**src/design/half_step_stepper_positioner_macros.svh**
```systemverilog
// Assertion macros shared by the half-step stepper positioner RTL.
`ifndef HALF_STEP_STEPPER_POSITIONER_MACROS_SVH
`define HALF_STEP_STEPPER_POSITIONER_MACROS_SVH

// Same-cycle implication, clocked on clk, off while arst_n is low.
`define HSSP_ASSERT_IMP(name, ante, cons) \
	name: assert property (@(posedge clk) disable iff (!arst_n) (ante) |-> (cons)) \
		else $error("%m: check failed");

// Next-cycle implication, clocked on clk, off while arst_n is low.
`define HSSP_ASSERT_NEXT(name, ante, cons) \
	name: assert property (@(posedge clk) disable iff (!arst_n) (ante) |=> (cons)) \
		else $error("%m: check failed");

`endif

```
**src/design/hssp_pkg.sv**
```systemverilog
// Types, constants and helper functions of the half-step stepper positioner.
`timescale 1ns / 1ps

package hssp_pkg;

	localparam int REQ_W       = 2;
	localparam int ANGLE_W     = 20;
	localparam int MAG_W       = ANGLE_W;
	localparam int POS_W       = 32;
	localparam int REM_W       = 19;
	localparam int TICK_W      = 16;
	localparam int COIL_W      = 4;
	localparam int PHASE_W     = 3;

	localparam logic [REQ_W-1:0] REQ_TICK = 2'd0;
	localparam logic [REQ_W-1:0] REQ_REL  = 2'd1;
	localparam logic [REQ_W-1:0] REQ_ABS  = 2'd2;

	localparam int REV_STEPS_DEF = 4096;

	// 5760 units of 1/16 degree per revolution = 2^7 * 45
	localparam int ANGLE_UNITS_PER_REV = 5760;
	localparam int ANGLE_DIV_SHIFT     = 7;
	localparam int ANGLE_ODD           = ANGLE_UNITS_PER_REV >> ANGLE_DIV_SHIFT;

	// floor(y / 45) = (y * RECIP_MUL) >> RECIP_SHIFT, exact for y < 2^29
	localparam int RECIP_SHIFT = 35;
	localparam int RECIP_W     = 30;
	localparam logic [RECIP_W-1:0] RECIP_MUL =
		RECIP_W'(((64'd1 << RECIP_SHIFT) + 64'(ANGLE_ODD) - 64'd1) / 64'(ANGLE_ODD));

	// quotient is narrower than y by at least log2(32)
	localparam int QUO_DROP = ANGLE_DIV_SHIFT + $clog2(ANGLE_ODD) - 1;

	localparam logic [REM_W-1:0]  REM_MAX           = '1;
	localparam logic [TICK_W-1:0] STEP_INTERVAL_RST = 16'd2;

	typedef struct packed {
		logic             valid;
		logic [REQ_W-1:0] req;
		logic             ccw;
		logic             neg;
	} conv_ctrl_t;

	function automatic logic [COIL_W-1:0] coil_pattern(input logic [PHASE_W-1:0] ph);
		logic [COIL_W-1:0] c;
		case (ph)
			3'd0:    c = 4'h1;
			3'd1:    c = 4'h3;
			3'd2:    c = 4'h2;
			3'd3:    c = 4'h6;
			3'd4:    c = 4'h4;
			3'd5:    c = 4'hC;
			3'd6:    c = 4'h8;
			default: c = 4'h9;
		endcase
		return c;
	endfunction

	function automatic logic [REM_W-1:0] sat_count(input logic [POS_W-1:0] m);
		logic [REM_W-1:0] r;
		if (m > POS_W'(REM_MAX)) begin
			r = REM_MAX;
		end else begin
			r = m[REM_W-1:0];
		end
		return r;
	endfunction

endpackage

```
**src/design/hssp_angle_conv.sv**
```systemverilog
// Request register and pipelined angle-to-steps conversion (truncating toward zero).
`timescale 1ns / 1ps

module hssp_angle_conv #(
	parameter int REV_STEPS = hssp_pkg::REV_STEPS_DEF
) (
	input  logic                                              clk,
	input  logic                                              arst_n,
	input  logic                                              adv,
	input  logic                                              in_valid,
	input  logic [hssp_pkg::REQ_W-1:0]                        req_type,
	input  logic signed [hssp_pkg::ANGLE_W-1:0]               angle,
	input  logic                                              ccw,
	output hssp_pkg::conv_ctrl_t                              ctrl,
	output logic [hssp_pkg::MAG_W+$clog2(REV_STEPS+1)-hssp_pkg::QUO_DROP-1:0] steps
);
	import hssp_pkg::*;

	localparam int PROD_W = MAG_W + $clog2(REV_STEPS + 1);
	localparam int Y_W    = PROD_W - ANGLE_DIV_SHIFT;
	localparam int QUO_W  = PROD_W - QUO_DROP;
	localparam int RW     = Y_W + RECIP_W;

	logic                      valid_s1, valid_s2, valid_s3;
	logic [REQ_W-1:0]          req_s1, req_s2, req_s3;
	logic signed [ANGLE_W-1:0] angle_s1;
	logic                      ccw_s1, ccw_s2, ccw_s3;
	logic                      neg_s2, neg_s3;
	logic [PROD_W-1:0]         prod_s2;
	logic [QUO_W-1:0]          quo_s3;

	logic [MAG_W-1:0]          mag;
	logic [PROD_W-1:0]         prod;
	logic [Y_W-1:0]            y;
	logic [RW-1:0]             recip_prod;

	always_comb begin
		mag        = angle_s1[ANGLE_W-1] ? MAG_W'(-angle_s1) : MAG_W'(angle_s1);
		prod       = PROD_W'(mag) * PROD_W'(REV_STEPS);
		y          = prod_s2[PROD_W-1:ANGLE_DIV_SHIFT];
		recip_prod = RW'(y) * RW'(RECIP_MUL);
	end

	always_ff @(posedge clk or negedge arst_n) begin
		if (!arst_n) begin
			valid_s1 <= 1'b0;
			valid_s2 <= 1'b0;
			valid_s3 <= 1'b0;
		end else if (adv) begin
			valid_s1 <= in_valid;
			valid_s2 <= valid_s1;
			valid_s3 <= valid_s2;
		end
	end

	always_ff @(posedge clk) begin
		if (adv) begin
			req_s1   <= req_type;
			angle_s1 <= angle;
			ccw_s1   <= ccw;
			req_s2   <= req_s1;
			ccw_s2   <= ccw_s1;
			neg_s2   <= angle_s1[ANGLE_W-1];
			prod_s2  <= prod;
			req_s3   <= req_s2;
			ccw_s3   <= ccw_s2;
			neg_s3   <= neg_s2;
			quo_s3   <= recip_prod[RECIP_SHIFT +: QUO_W];
		end
	end

	assign ctrl.valid = valid_s3;
	assign ctrl.req   = req_s3;
	assign ctrl.ccw   = ccw_s3;
	assign ctrl.neg   = neg_s3;
	assign steps      = quo_s3;

endmodule

```
**src/design/hssp_motion.sv**
```systemverilog
// Motor state: move start, interval counting, half-step phase, coils and position.
`timescale 1ns / 1ps

module hssp_motion #(
	parameter int REV_STEPS = hssp_pkg::REV_STEPS_DEF
) (
	input  logic                                              clk,
	input  logic                                              arst_n,
	input  logic                                              adv,
	input  hssp_pkg::conv_ctrl_t                              ctrl,
	input  logic [hssp_pkg::MAG_W+$clog2(REV_STEPS+1)-hssp_pkg::QUO_DROP-1:0] steps,
	input  logic                                              cfg_wr_en,
	input  logic [hssp_pkg::TICK_W-1:0]                       cfg_wr_data,
	output logic                                              out_valid,
	output logic [hssp_pkg::COIL_W-1:0]                       coils,
	output logic signed [hssp_pkg::POS_W-1:0]                 position,
	output logic [hssp_pkg::REM_W-1:0]                        steps_left,
	output logic                                              busy_res,
	output logic                                              rejected
);
	import hssp_pkg::*;
	`include "half_step_stepper_positioner_macros.svh"

	localparam logic signed [POS_W:0] REV_S  = (POS_W+1)'(REV_STEPS);
	localparam logic signed [POS_W:0] HALF_S = (POS_W+1)'(REV_STEPS / 2);

	logic [TICK_W-1:0]  interval_q;
	logic [PHASE_W-1:0] phase_q, phase_d;
	logic [POS_W-1:0]   pos_q, pos_d;
	logic [REM_W-1:0]   rem_q, rem_d;
	logic               back_q, back_d;
	logic [TICK_W-1:0]  cnt_q, cnt_d;
	logic [COIL_W-1:0]  coil_q, coil_d;
	logic               rej_q, rej_d;
	logic               out_valid_q;

	logic               proc;
	logic               busy;
	logic               step_fire;
	logic [TICK_W:0]    next_cnt;
	logic [POS_W-1:0]   steps_ext;
	logic [POS_W-1:0]   tgt;
	logic [POS_W-1:0]   diff;
	logic signed [POS_W:0] diff_x;
	logic signed [POS_W:0] adj;
	logic signed [POS_W:0] abs_mag_x;
	logic               abs_back;

	assign proc = adv && ctrl.valid;
	assign busy = rem_q != '0;

	always_comb begin
		phase_d   = phase_q;
		pos_d     = pos_q;
		rem_d     = rem_q;
		back_d    = back_q;
		cnt_d     = cnt_q;
		coil_d    = coil_q;
		rej_d     = 1'b0;
		step_fire = 1'b0;

		steps_ext = POS_W'(steps);
		tgt       = ctrl.neg ? -steps_ext : steps_ext;
		diff      = tgt - pos_q;
		diff_x    = {diff[POS_W-1], diff};
		// take the shorter way round
		if (diff_x > HALF_S) begin
			adj = diff_x - REV_S;
		end else if (diff_x < -HALF_S) begin
			adj = diff_x + REV_S;
		end else begin
			adj = diff_x;
		end
		abs_back  = adj[POS_W];
		abs_mag_x = abs_back ? -adj : adj;
		next_cnt  = {1'b0, cnt_q} + (TICK_W+1)'(1);

		if (proc) begin
			case (ctrl.req)
				REQ_TICK: begin
					if (busy) begin
						if (next_cnt >= {1'b0, interval_q}) begin
							cnt_d     = '0;
							step_fire = 1'b1;
						end else begin
							cnt_d = next_cnt[TICK_W-1:0];
						end
					end
				end
				REQ_REL, REQ_ABS: begin
					if (busy) begin
						rej_d = 1'b1;
					end else if (ctrl.req == REQ_REL) begin
						if (!ctrl.neg && steps != '0) begin
							rem_d  = sat_count(steps_ext);
							back_d = ctrl.ccw;
							cnt_d  = '0;
						end
					end else if (adj != '0) begin
						rem_d  = sat_count(abs_mag_x[POS_W-1:0]);
						back_d = abs_back;
						cnt_d  = '0;
					end
				end
				default: begin
					rej_d = 1'b0;
				end
			endcase
		end

		if (step_fire) begin
			phase_d = back_q ? phase_q - PHASE_W'(1) : phase_q + PHASE_W'(1);
			pos_d   = back_q ? pos_q - POS_W'(1) : pos_q + POS_W'(1);
			coil_d  = coil_pattern(phase_d);
			rem_d   = rem_q - REM_W'(1);
		end
	end

	always_ff @(posedge clk or negedge arst_n) begin
		if (!arst_n) begin
			interval_q  <= STEP_INTERVAL_RST;
			phase_q     <= '0;
			pos_q       <= '0;
			rem_q       <= '0;
			back_q      <= 1'b0;
			cnt_q       <= '0;
			coil_q      <= '0;
			rej_q       <= 1'b0;
			out_valid_q <= 1'b0;
		end else begin
			if (cfg_wr_en) begin
				interval_q <= cfg_wr_data;
			end
			if (adv) begin
				out_valid_q <= ctrl.valid;
			end
			if (proc) begin
				phase_q <= phase_d;
				pos_q   <= pos_d;
				rem_q   <= rem_d;
				back_q  <= back_d;
				cnt_q   <= cnt_d;
				coil_q  <= coil_d;
				rej_q   <= rej_d;
			end
		end
	end

	assign out_valid  = out_valid_q;
	assign coils      = coil_q;
	assign position   = pos_q;
	assign steps_left = rem_q;
	assign busy_res   = busy;
	assign rejected   = rej_q;

	`HSSP_ASSERT_NEXT(a_busy_move_rejected,
		proc && busy && (ctrl.req == REQ_REL || ctrl.req == REQ_ABS), rej_q)
	`HSSP_ASSERT_NEXT(a_step_counts_down, step_fire, rem_q == $past(rem_q) - REM_W'(1))
	`HSSP_ASSERT_NEXT(a_step_moves_one, step_fire,
		(pos_q == $past(pos_q) + POS_W'(1)) || (pos_q == $past(pos_q) - POS_W'(1)))
	`HSSP_ASSERT_IMP(a_coils_follow_phase, coil_q != '0, coil_q == coil_pattern(phase_q))

endmodule

```
**src/design/half_step_stepper_positioner.sv**
```systemverilog
// Half-step stepper positioner top level.
// A request's result leaves the state/result register once it has passed the stages below.
// Throughput: one request per cycle; the input register, the two conversion multiplier
// stages and the state/result register advance together whenever the result is free or taken.
// Reset (arst_n low): coils off, position and steps left zero, step interval 2 ticks.
`timescale 1ns / 1ps

module half_step_stepper_positioner #(
	parameter int REV_STEPS = hssp_pkg::REV_STEPS_DEF
) (
	input  logic                                clk,
	input  logic                                arst_n,
	input  logic                                in_valid,
	output logic                                in_ready,
	input  logic [hssp_pkg::REQ_W-1:0]          req_type,
	input  logic signed [hssp_pkg::ANGLE_W-1:0] angle,
	input  logic                                ccw,
	output logic                                out_valid,
	input  logic                                out_ready,
	output logic [hssp_pkg::COIL_W-1:0]         coils,
	output logic signed [hssp_pkg::POS_W-1:0]   position,
	output logic [hssp_pkg::REM_W-1:0]          steps_left,
	output logic                                busy_res,
	output logic                                rejected,
	input  logic                                cfg_wr_en,
	input  logic [hssp_pkg::TICK_W-1:0]         cfg_wr_data
);
	import hssp_pkg::*;

	localparam int QUO_W = MAG_W + $clog2(REV_STEPS + 1) - QUO_DROP;

	logic             adv;
	conv_ctrl_t       ctrl;
	logic [QUO_W-1:0] steps;

	assign adv      = !out_valid || out_ready;
	assign in_ready = adv;

	hssp_angle_conv #(
		.REV_STEPS (REV_STEPS)
	) u_conv (
		.clk      (clk),
		.arst_n   (arst_n),
		.adv      (adv),
		.in_valid (in_valid),
		.req_type (req_type),
		.angle    (angle),
		.ccw      (ccw),
		.ctrl     (ctrl),
		.steps    (steps)
	);

	hssp_motion #(
		.REV_STEPS (REV_STEPS)
	) u_motion (
		.clk         (clk),
		.arst_n      (arst_n),
		.adv         (adv),
		.ctrl        (ctrl),
		.steps       (steps),
		.cfg_wr_en   (cfg_wr_en),
		.cfg_wr_data (cfg_wr_data),
		.out_valid   (out_valid),
		.coils       (coils),
		.position    (position),
		.steps_left  (steps_left),
		.busy_res    (busy_res),
		.rejected    (rejected)
	);

endmodule
```
**config.mk**
```make
export PLATFORM = sky130hd
export DESIGN_NAME = half_step_stepper_positioner
export DESIGN_NICKNAME = d
export VERILOG_FILES = /design/src/design/hssp_pkg.sv /design/src/design/hssp_angle_conv.sv /design/src/design/hssp_motion.sv /design/src/design/half_step_stepper_positioner.sv
export VERILOG_INCLUDE_DIRS = /design/src /design/src/design
export SDC_FILE = /design/constraint.sdc
export NUM_CORES = 1
export LEC_CHECK = 0
export CAP_MARGIN = 20
export CORE_MARGIN = 4
export CORE_UTILIZATION = 45
export CTS_BUF_LIST = sky130_fd_sc_hd__clkbuf_16
export DETAILED_ROUTE_END_ITERATION = 8
export DONT_BUFFER_PORTS = 1
export HOLD_SLACK_MARGIN = 0.06
export PLACE_DENSITY = 0.57
export SYNTH_ARGS = -nofsm -noshare
export SYNTH_HDL_FRONTEND = slang
export SYNTH_SLANG_ARGS = --single-unit
export TNS_END_PERCENT = 50
```
**constraint.sdc**
```tcl
create_clock -name clk -period 11.3 [get_ports clk]
set_clock_uncertainty 0.05 [all_clocks]
set_input_delay 1.13 -clock clk [delete_from_list [all_inputs] [get_ports clk]]
set_output_delay 1.13 -clock clk [all_outputs]
set_load 0.05 [all_outputs]
```
# ---- Yosys cells after proc, flatten, opt, wreduce, memory -nomap -nowiden
# Cells that the tools add are included.
dict set report classes {
  mul 1
  reduce_logical 19
  addsub 12
  n_eq_ne 15
  n_mux 32
  n_lt_le_gt_ge 5
  n_bitwise 1
}
# cell n
set op_table {}
lappend op_table {{$mux W19} 9}
lappend op_table {{$mux W16} 6}
lappend op_table {{$mux W32} 3}
lappend op_table {{$mux W33} 2}
lappend op_table {{$mul A20 B29 Y49 const B} 1}
lappend op_table {{$add A32 B14 Y33 const B} 1}
lappend op_table {{$reduce_bool A33 Y1} 1}
lappend op_table {{$sub A32 B14 Y33 const B} 1}
lappend op_table {{$add A32 B1 Y32 const B} 1}
lappend op_table {{$gt A32 B13 Y1 const B} 1}
lappend op_table {{$gt A32 B19 Y1 const B} 1}
lappend op_table {{$lt A32 B12 Y1 const B} 1}
lappend op_table {{$neg A21 Y32} 1}
lappend op_table {{$neg A32 Y32} 1}
lappend op_table {{$pmux W16 S2} 1}
lappend op_table {{$sub A32 B1 Y32 const B} 1}
lappend op_table {{$sub A32 B32 Y32} 1}
lappend op_table {{$pmux W4 S7} 1}
lappend op_table {{$gt A21 B19 Y1 const B} 1}
lappend op_table {{$reduce_bool A21 Y1} 1}
lappend op_table {{$neg A20 Y20} 1}
lappend op_table {{$reduce_bool A19 Y1} 1}
lappend op_table {{$sub A19 B1 Y19 const B} 1}
lappend op_table {{$add A16 B1 Y17 const B} 1}
lappend op_table {{other kinds (27)} 45}
dict set report word_totals {
  wordCells 109
  in_bits 44
  output_inout_bits 59
  ff_bits 168
}

# ---- Longest topological paths before layout
dict set report depth {
  ltp_word 15
  mapped_depth 32
  ltp_nobuf 30
}

# ---- By module
# From an unflattened synthesis, not the netlist that was laid out.
dict set report unflattened {
  hier_cells 2380
  area_unflattened_um2 21685.8
}
# mod area_per_inst_um2 instances cells_per_inst seq_area_each_um2
set modules_own_cells {}
lappend modules_own_cells {hssp_motion 11539.8 1 1510 2328.5}
lappend modules_own_cells {hssp_angle_conv 10139.7 1 869 2207.1}
lappend modules_own_cells {half_step_stepper_positioner 6.3 1 1 0.0}

# ---- Least setup slack after synthesis
# Ideal clock, no wire load.
dict set report synth_timing {
  path_kind {register to register}
  startpoint {register u_conv.quo_s3[9], in the netlist u_conv.steps[9]}
  endpoint {register u_motion.rem_q[1], in the netlist u_motion.steps_left[1]}
  stages_incl_launch_ff 27
  arrival_ns 7.676
  required_time_ns 11.116
  period_less_slack_ns 7.861
  setup_slack_ns 3.439
  path_buffers 2
  setup_time_ns 0.134
  cell_sequence {edfxtp_1 -> or4_4 -> or3_1 -> buf_2 -> or3_1 -> or2_2 -> and2_1 -> ha_1 -> clkbuf_1 -> nand3_1 -> a211oi_1 -> nor2b_1 -> a21oi_1 -> o21ai_1 -> xnor2_1 -> nand4_1 -> or4b_1 -> o21ai_1 -> o32ai_1 -> xnor2_1 -> or4_1 -> nor2_1 -> mux2_2 -> a2111oi_4 -> nand2_4 -> a2111oi_4 -> o221ai_2}
}
dict set report synth_between {
  elab_chain_cells 15
  word_cells_on_any_way 27
  classes_between {add/sub: 5; order compare: 4; eq/ne: 1; mux: 12; reduce/logical: 5}
}
# element line_no
set synth_rtl {}
lappend synth_rtl {{start, declared} hssp_angle_conv.sv:30} ;# logic [QUO_W-1:0] quo_s3;
lappend synth_rtl {{start signal, assigned} hssp_angle_conv.sv:68} ;# quo_s3 <= recip_prod[RECIP_SHIFT +: QUO_W];
lappend synth_rtl {{$neg A21 Y32} hssp_motion.sv:63} ;# tgt = ctrl.neg ? -steps_ext : steps_ext;
lappend synth_rtl {{$mux W32} hssp_motion.sv:63}
lappend synth_rtl {{$sub A32 B32 Y32} hssp_motion.sv:64} ;# diff = tgt - pos_q;
lappend synth_rtl {{$add A32 B14 Y33 or $lt A32 B12 Y1 (tied branches)} {hssp_motion.sv:70, hssp_motion.sv:69}}
lappend synth_rtl {{$mux W33} hssp_motion.sv:69} ;# end else if (diff_x < -HALF_S) begin
lappend synth_rtl {{$mux W33} hssp_motion.sv:67} ;# if (diff_x > HALF_S) begin
lappend synth_rtl {{$neg A32 Y32} hssp_motion.sv:75} ;# abs_mag_x = abs_back ? -adj : adj;
lappend synth_rtl {{$mux W32} hssp_motion.sv:75}
lappend synth_rtl {{$gt A32 B19 Y1} hssp_pkg.sv:62} ;# if (m > POS_W'(REM_MAX)) begin
lappend synth_rtl {{$mux W19} hssp_pkg.sv:62}
lappend synth_rtl {{$mux W19} hssp_motion.sv:99} ;# end else if (adj != '0) begin
lappend synth_rtl {{$mux W19} hssp_motion.sv:93} ;# end else if (ctrl.req == REQ_REL) begin
lappend synth_rtl {{$mux W19} hssp_motion.sv:91} ;# if (busy) begin
lappend synth_rtl {{$mux W19} hssp_motion.sv:79} ;# case (ctrl.req)
lappend synth_rtl {{$mux W19} hssp_motion.sv:111} ;# if (step_fire) begin
lappend synth_rtl {{end signal, assigned} hssp_motion.sv:140} ;# rem_q <= rem_d;
lappend synth_rtl {{end, declared} hssp_motion.sv:30} ;# logic [REM_W-1:0] rem_q, rem_d;
# Parallel ways exist; a longest one is shown, timed or not. The select of a mux whose other input is x is not followed.
# A chain may end at the register's enable or synchronous reset.

# ---- Worst setup path in the final report
# Same ends and word-level chain as after synthesis.

==> summary.md <==
| Metric | Value |
|---|---|
| Largest family of logic cells by synthesized area | `adder cells` |
| Worst EP required | `11.59 ns` |
| Effective utilization at floorplan | `around 46%` |
| Die W | `between 200 and 250 µm` |
| Total iterations of the first detailed-routing run | `5` |
| Minimum hold slack | `0.288 ns` |
| Final WL | `56000 µm` |
| Wire length of the first global-routing pass | `90700 µm` |
| Critical path destination | `u_motion.steps_left[1]$_DFFE_PN0P_` |
| Unrepaired setup endpoints after global routing | `no` |
| Portion of the post-synthesis area used by sequential elements | `a little over a fifth` |
| Critical path startpoint | `u_conv.steps[9]$_DFFE_PN_` |
| Register area | `between 4000 and 5000 µm²` |
| Fraction of the mapped netlist area in compound gates | `around 15%` |
| Total clock sinks | `between 150 and 200` |
| Worst slew margin relative to its limit | `approximately a quarter` |
| Fraction of the mapped netlist area in simple logic gates | `about 16%` |
| Tmin final | `about 9 ns` |
| Ys Warns | `0` |
| HPWL Detailed | `between 40000 and 50000 µm` |
| Count of port buffers added during placement | `0` |
| Vias | `roughly 16000` |
| Pins over their slew limit | `0` |
| Insertion delay to the later sink of the worst-skew pair | `0.48 ns` |
| WL/cell | `approximately 20 µm` |
| Clock transition at the registers of the reported paths | `approximately 0.080 ns` |
| Syn Inst Count | `2277` |
| Multi-input gate area in the final layout | `about 15000 µm²` |
| Netlist Area Pre-Place | `20900 µm²` |
| Number of placement rows | `between 70 and 80` |
| Number of hold violations in the final report | `0` |
| Via count of the first global-routing pass | `16491` |
| Met3 wire len | `~2800 µm` |
| Filler-free cell count of the finished design | `between 2000 and 3000` |
| I/O pin count | `103` |
| Area of the core region | `~46000 µm²` |
| DIE AREA | `~50000 µm²` |
| Clock tree buffer depth | `2` |
| Number of distinct library cells after synthesis | `88` |
| Multiplexer share of the synthesized area | `less than 1%` |
| Starting DRT DRC Count | `around 1200` |
| Post-cts sizing count | `0` |
| Synthesized-area fraction occupied by xor and xnor cells | `approximately 6.7%` |
| Number of antenna cells inserted | `0` |
| Die height | `~220 µm` |
| Post-route ant nets | `0` |
| Worst reg-to-reg path cell count | `24` |
| Largest net degree at the start of global routing | `97` |
| Maxcap violations | `0` |
| Total routed wire length on the met1 layer | `around 25000 µm` |
| Arrival time at the worst endpoint | `between 9 and 10 ns` |
| Count of state elements after synthesis | `between 150 and 200` |
| Count of buffers added by post-CTS timing repair for setup | `0` |
| Number of nets in the finished design | `approximately 2800` |
| Net Count, Synth | `between 2000 and 3000` |
| Post-route fraction of the period consumed by the critical path | `79.2%` |
| Antenna violations before repair | `0` |
| Maximum fanout count along the critical path | `17` |
| Maximum level of the CTS H-tree | `4` |
| CTS buffer count | `17` |
| Final setup viols | `0` |
| Kind of critical path | `flip-flop to flip-flop` |
| FF-to-FF Start | `u_conv.steps[9]$_DFFE_PN_` |
| Overall global routing resource usage | `a little under a quarter` |
| RD Place Congestion | `0.910` |
| Post-synthesis area per instance | `a little over 9 µm²` |
| Growth of design area from synthesis to finish | `5.65%` |
| Number of design rule violations left after detail routing | `0` |
| Fill cell total of the finished layout | `between 4000 and 5000` |
| Class of the most critical hold timing path | `input pin to async pin` |
| Adder-cell share of the synthesized area | `between 30% and 40%` |
| DR top layer | `met4` |
| Post-route setup TNS | `0 ns` |
| Worst flop-to-flop path endpoint | `u_motion.steps_left[1]$_DFFE_PN0P_` |
| Result of the run | `finished, final reports clean` |
| Register-to-register setup slack | `2.35 ns` |
| Fraction of layout cells with a size suffix above 1 | `~4.0%` |
| Count of hold-fix buffers inserted at cts | `0` |
| FFs w/ async S/R, synth | `between 50 and 60%` |
| Leftover overflow at the end of global routing | `0` |
| Crit path launch type | `flip-flop` |
| Number of synthesized flops with an enable pin | `71` |
| Category of the worst setup path capture point | `flip-flop` |
| Transition time at the pin with the least slew margin | `~1.1 ns` |
| Cell at the root of the clock tree | `clkbuf_16` |
| Max Fclk | `approximately 110 MHz` |
| Met2 wire length | `around 27000 µm` |
| Post-route core utilization | `48.4%` |
| Flip-flop cell with the highest count after synthesis | `dfrtp_1` |
| Vias per cell | `around 5.7` |
| DP Cell Count | `2827` |
| CTS tree | `done` |
-- sequential cells by signal, indices dropped and copies added, names as in the netlist, 2 cells and up --
name and cells:
u_conv.prod_s2 20, u_motion.coils 4, u_motion.steps_left 19, u_conv.req_s3 2, u_motion.cnt_q 16, u_motion.position 32, u_conv.angle_s1 20, u_conv.req_s1 2
u_conv.req_s2 2, u_motion.phase_q 3, u_motion.interval_q 16, u_conv.steps 20
-- through the flow --
step | setup slack, ns | area (µm²)
finish | 2.35 | 22100
global route | 1.78 | 22100
CTS | 2.49 | 22000
detailed placement | 2.51 | 21500
global placement | 2.69 | 21500
floorplan | 3.44 | 20900
-- synthesized netlist by cell type, drive strengths merged, types with 5 or more instances --
cell       n  area (µm²)
o31a       5        43.8
or2       13        83.8
and4       5        43.8
a21oi     93         465
mux2      10         113
or4       15         124
a21o      31         233
o41a       6        67.6
nand2b    41         257
a211oi    14         105
nor2     130         488
fa       156        3120
a31oi     20         131
xor2      37         324
nor3      46         230
nand3     49         245
nand2    175         664
mux2i      6        60.1
or3       37         231
o2111ai    7        61.3
and3      24         150
nand4     27         169
o21ai    140         701
a21boi    10        78.8
xnor2    120        1070
edfxtp    71        2130
ha       308        3850
o221ai    11         103
buf        8        50.1
nor2b     14        87.6
dfrtp     95        2380
clkbuf    49         184
o311ai     5        43.8
inv      295        1110
o211ai    10        80.1
a211o      7        61.3
o22ai      6        37.5
o21a      25         188
o211a      5        50.1
nor4      31         206
o31ai     23         173
o41ai     11        96.3
a2111oi    5         106
and2      24         153
-- final cells by class --
class	count	share of cell area [%]
flip-flops and latches	167	20.6
clock buffers	19	2.16
clock inverters	13	0.476
repair buffers	9	0.284
inverters	295	5.02
multi-input cells	1758	68.1
well taps	600	3.40
-- routing by layer --
metal / up-vias / GRT usage (%)
met5: - / 0
met4: 0 / 8.13
met3: 89 / 4.34
met2: 409 / 37.8
met1: 7841 / 30.4
li1: 7936 / -
-- cell usage in the layout, fill, tap and decap left out, types with 7 or more instances in the layout --
master,n
ha_1,308
inv_1,296
nor3_1,46
a211o_1,7
o2111ai_1,7
a21oi_1,93
nand3_1,49
o21a_1,25
dfrtp_1,95
o31ai_1,23
nor2_1,130
xor2_1,37
nor4_1,29
nand2_1,174
nand2b_1,40
xnor2_1,118
nor2b_1,14
and3_1,24
o41ai_1,11
mux2_2,10
buf_4,7
fa_1,156
a21boi_0,8
o21ai_0,134
a31oi_1,19
o221ai_1,10
or3_1,37
o211ai_1,9
clkbuf_16,19
a211oi_1,13
a21o_1,31
edfxtp_1,71
or2_2,12
or4_1,12
nand4_1,27
and2_1,21
-- worst min-delay path by stage --
stage | from | endpoint | slack, ns | depth (start not counted)
after global routing | arst_n | u_motion.interval_q[9]$_DFFE_PN0P_ | 0.25 | 0
final | arst_n | u_motion.interval_q[13]$_DFFE_PN0P_ | 0.29 | 0
after floorplan | u_conv.ccw_s1$_DFFE_PN_ | u_conv.ccw_s2$_DFFE_PN_ | 0.35 | 0
after global placement | u_conv.req_s2[0]$_DFFE_PN_ | u_conv.req_s3[0]$_DFFE_PN_ | 0.35 | 0
after detailed placement | u_conv.req_s1[1]$_DFFE_PN_ | u_conv.req_s2[1]$_DFFE_PN_ | 0.36 | 0
after CTS | arst_n | u_motion.interval_q[15]$_DFFE_PN0P_ | 0.24 | 0
-- cell families (layout without fill, tap and decap cells) --
logic type / after synthesis / count (layout)
AND/OR/NAND/NOR: 646 / 646
XOR/XNOR: 157 / 157
adder cells (fa/ha/maj): 464 / 464
AO/OA/AOI/OAI: 475 / 475
multiplexers: 16 / 16
buffers and inverters: 352 / 336
flip-flops: 167 / 167
-- critical path, cell delays in order, from the launching register on --
cell and delay (ns):
edfxtp_1 0.48, or4_4 0.56, or3_1 0.45, or3_1 0.42
or2_2 0.37, and2_1 0.18, ha_1 0.42, nand3_1 0.14
a211oi_1 0.38, nor2b_1 0.09, a21oi_1 0.21, o21ai_1 0.15
xnor2_1 0.54, nand4_1 0.25, or4b_1 0.67, o21ai_1 0.42
o32ai_1 0.20, xnor2_1 0.25, nor4_2 0.81, o2111ai_1 0.22
a211oi_1 0.28, a31oi_1 0.09, a2111o_2 0.66, a2111oi_4 0.39
o221ai_2 0.13
Power is not shown: default switching activity piles up to over one toggle a cycle in this logic, so the estimate is an artifact.
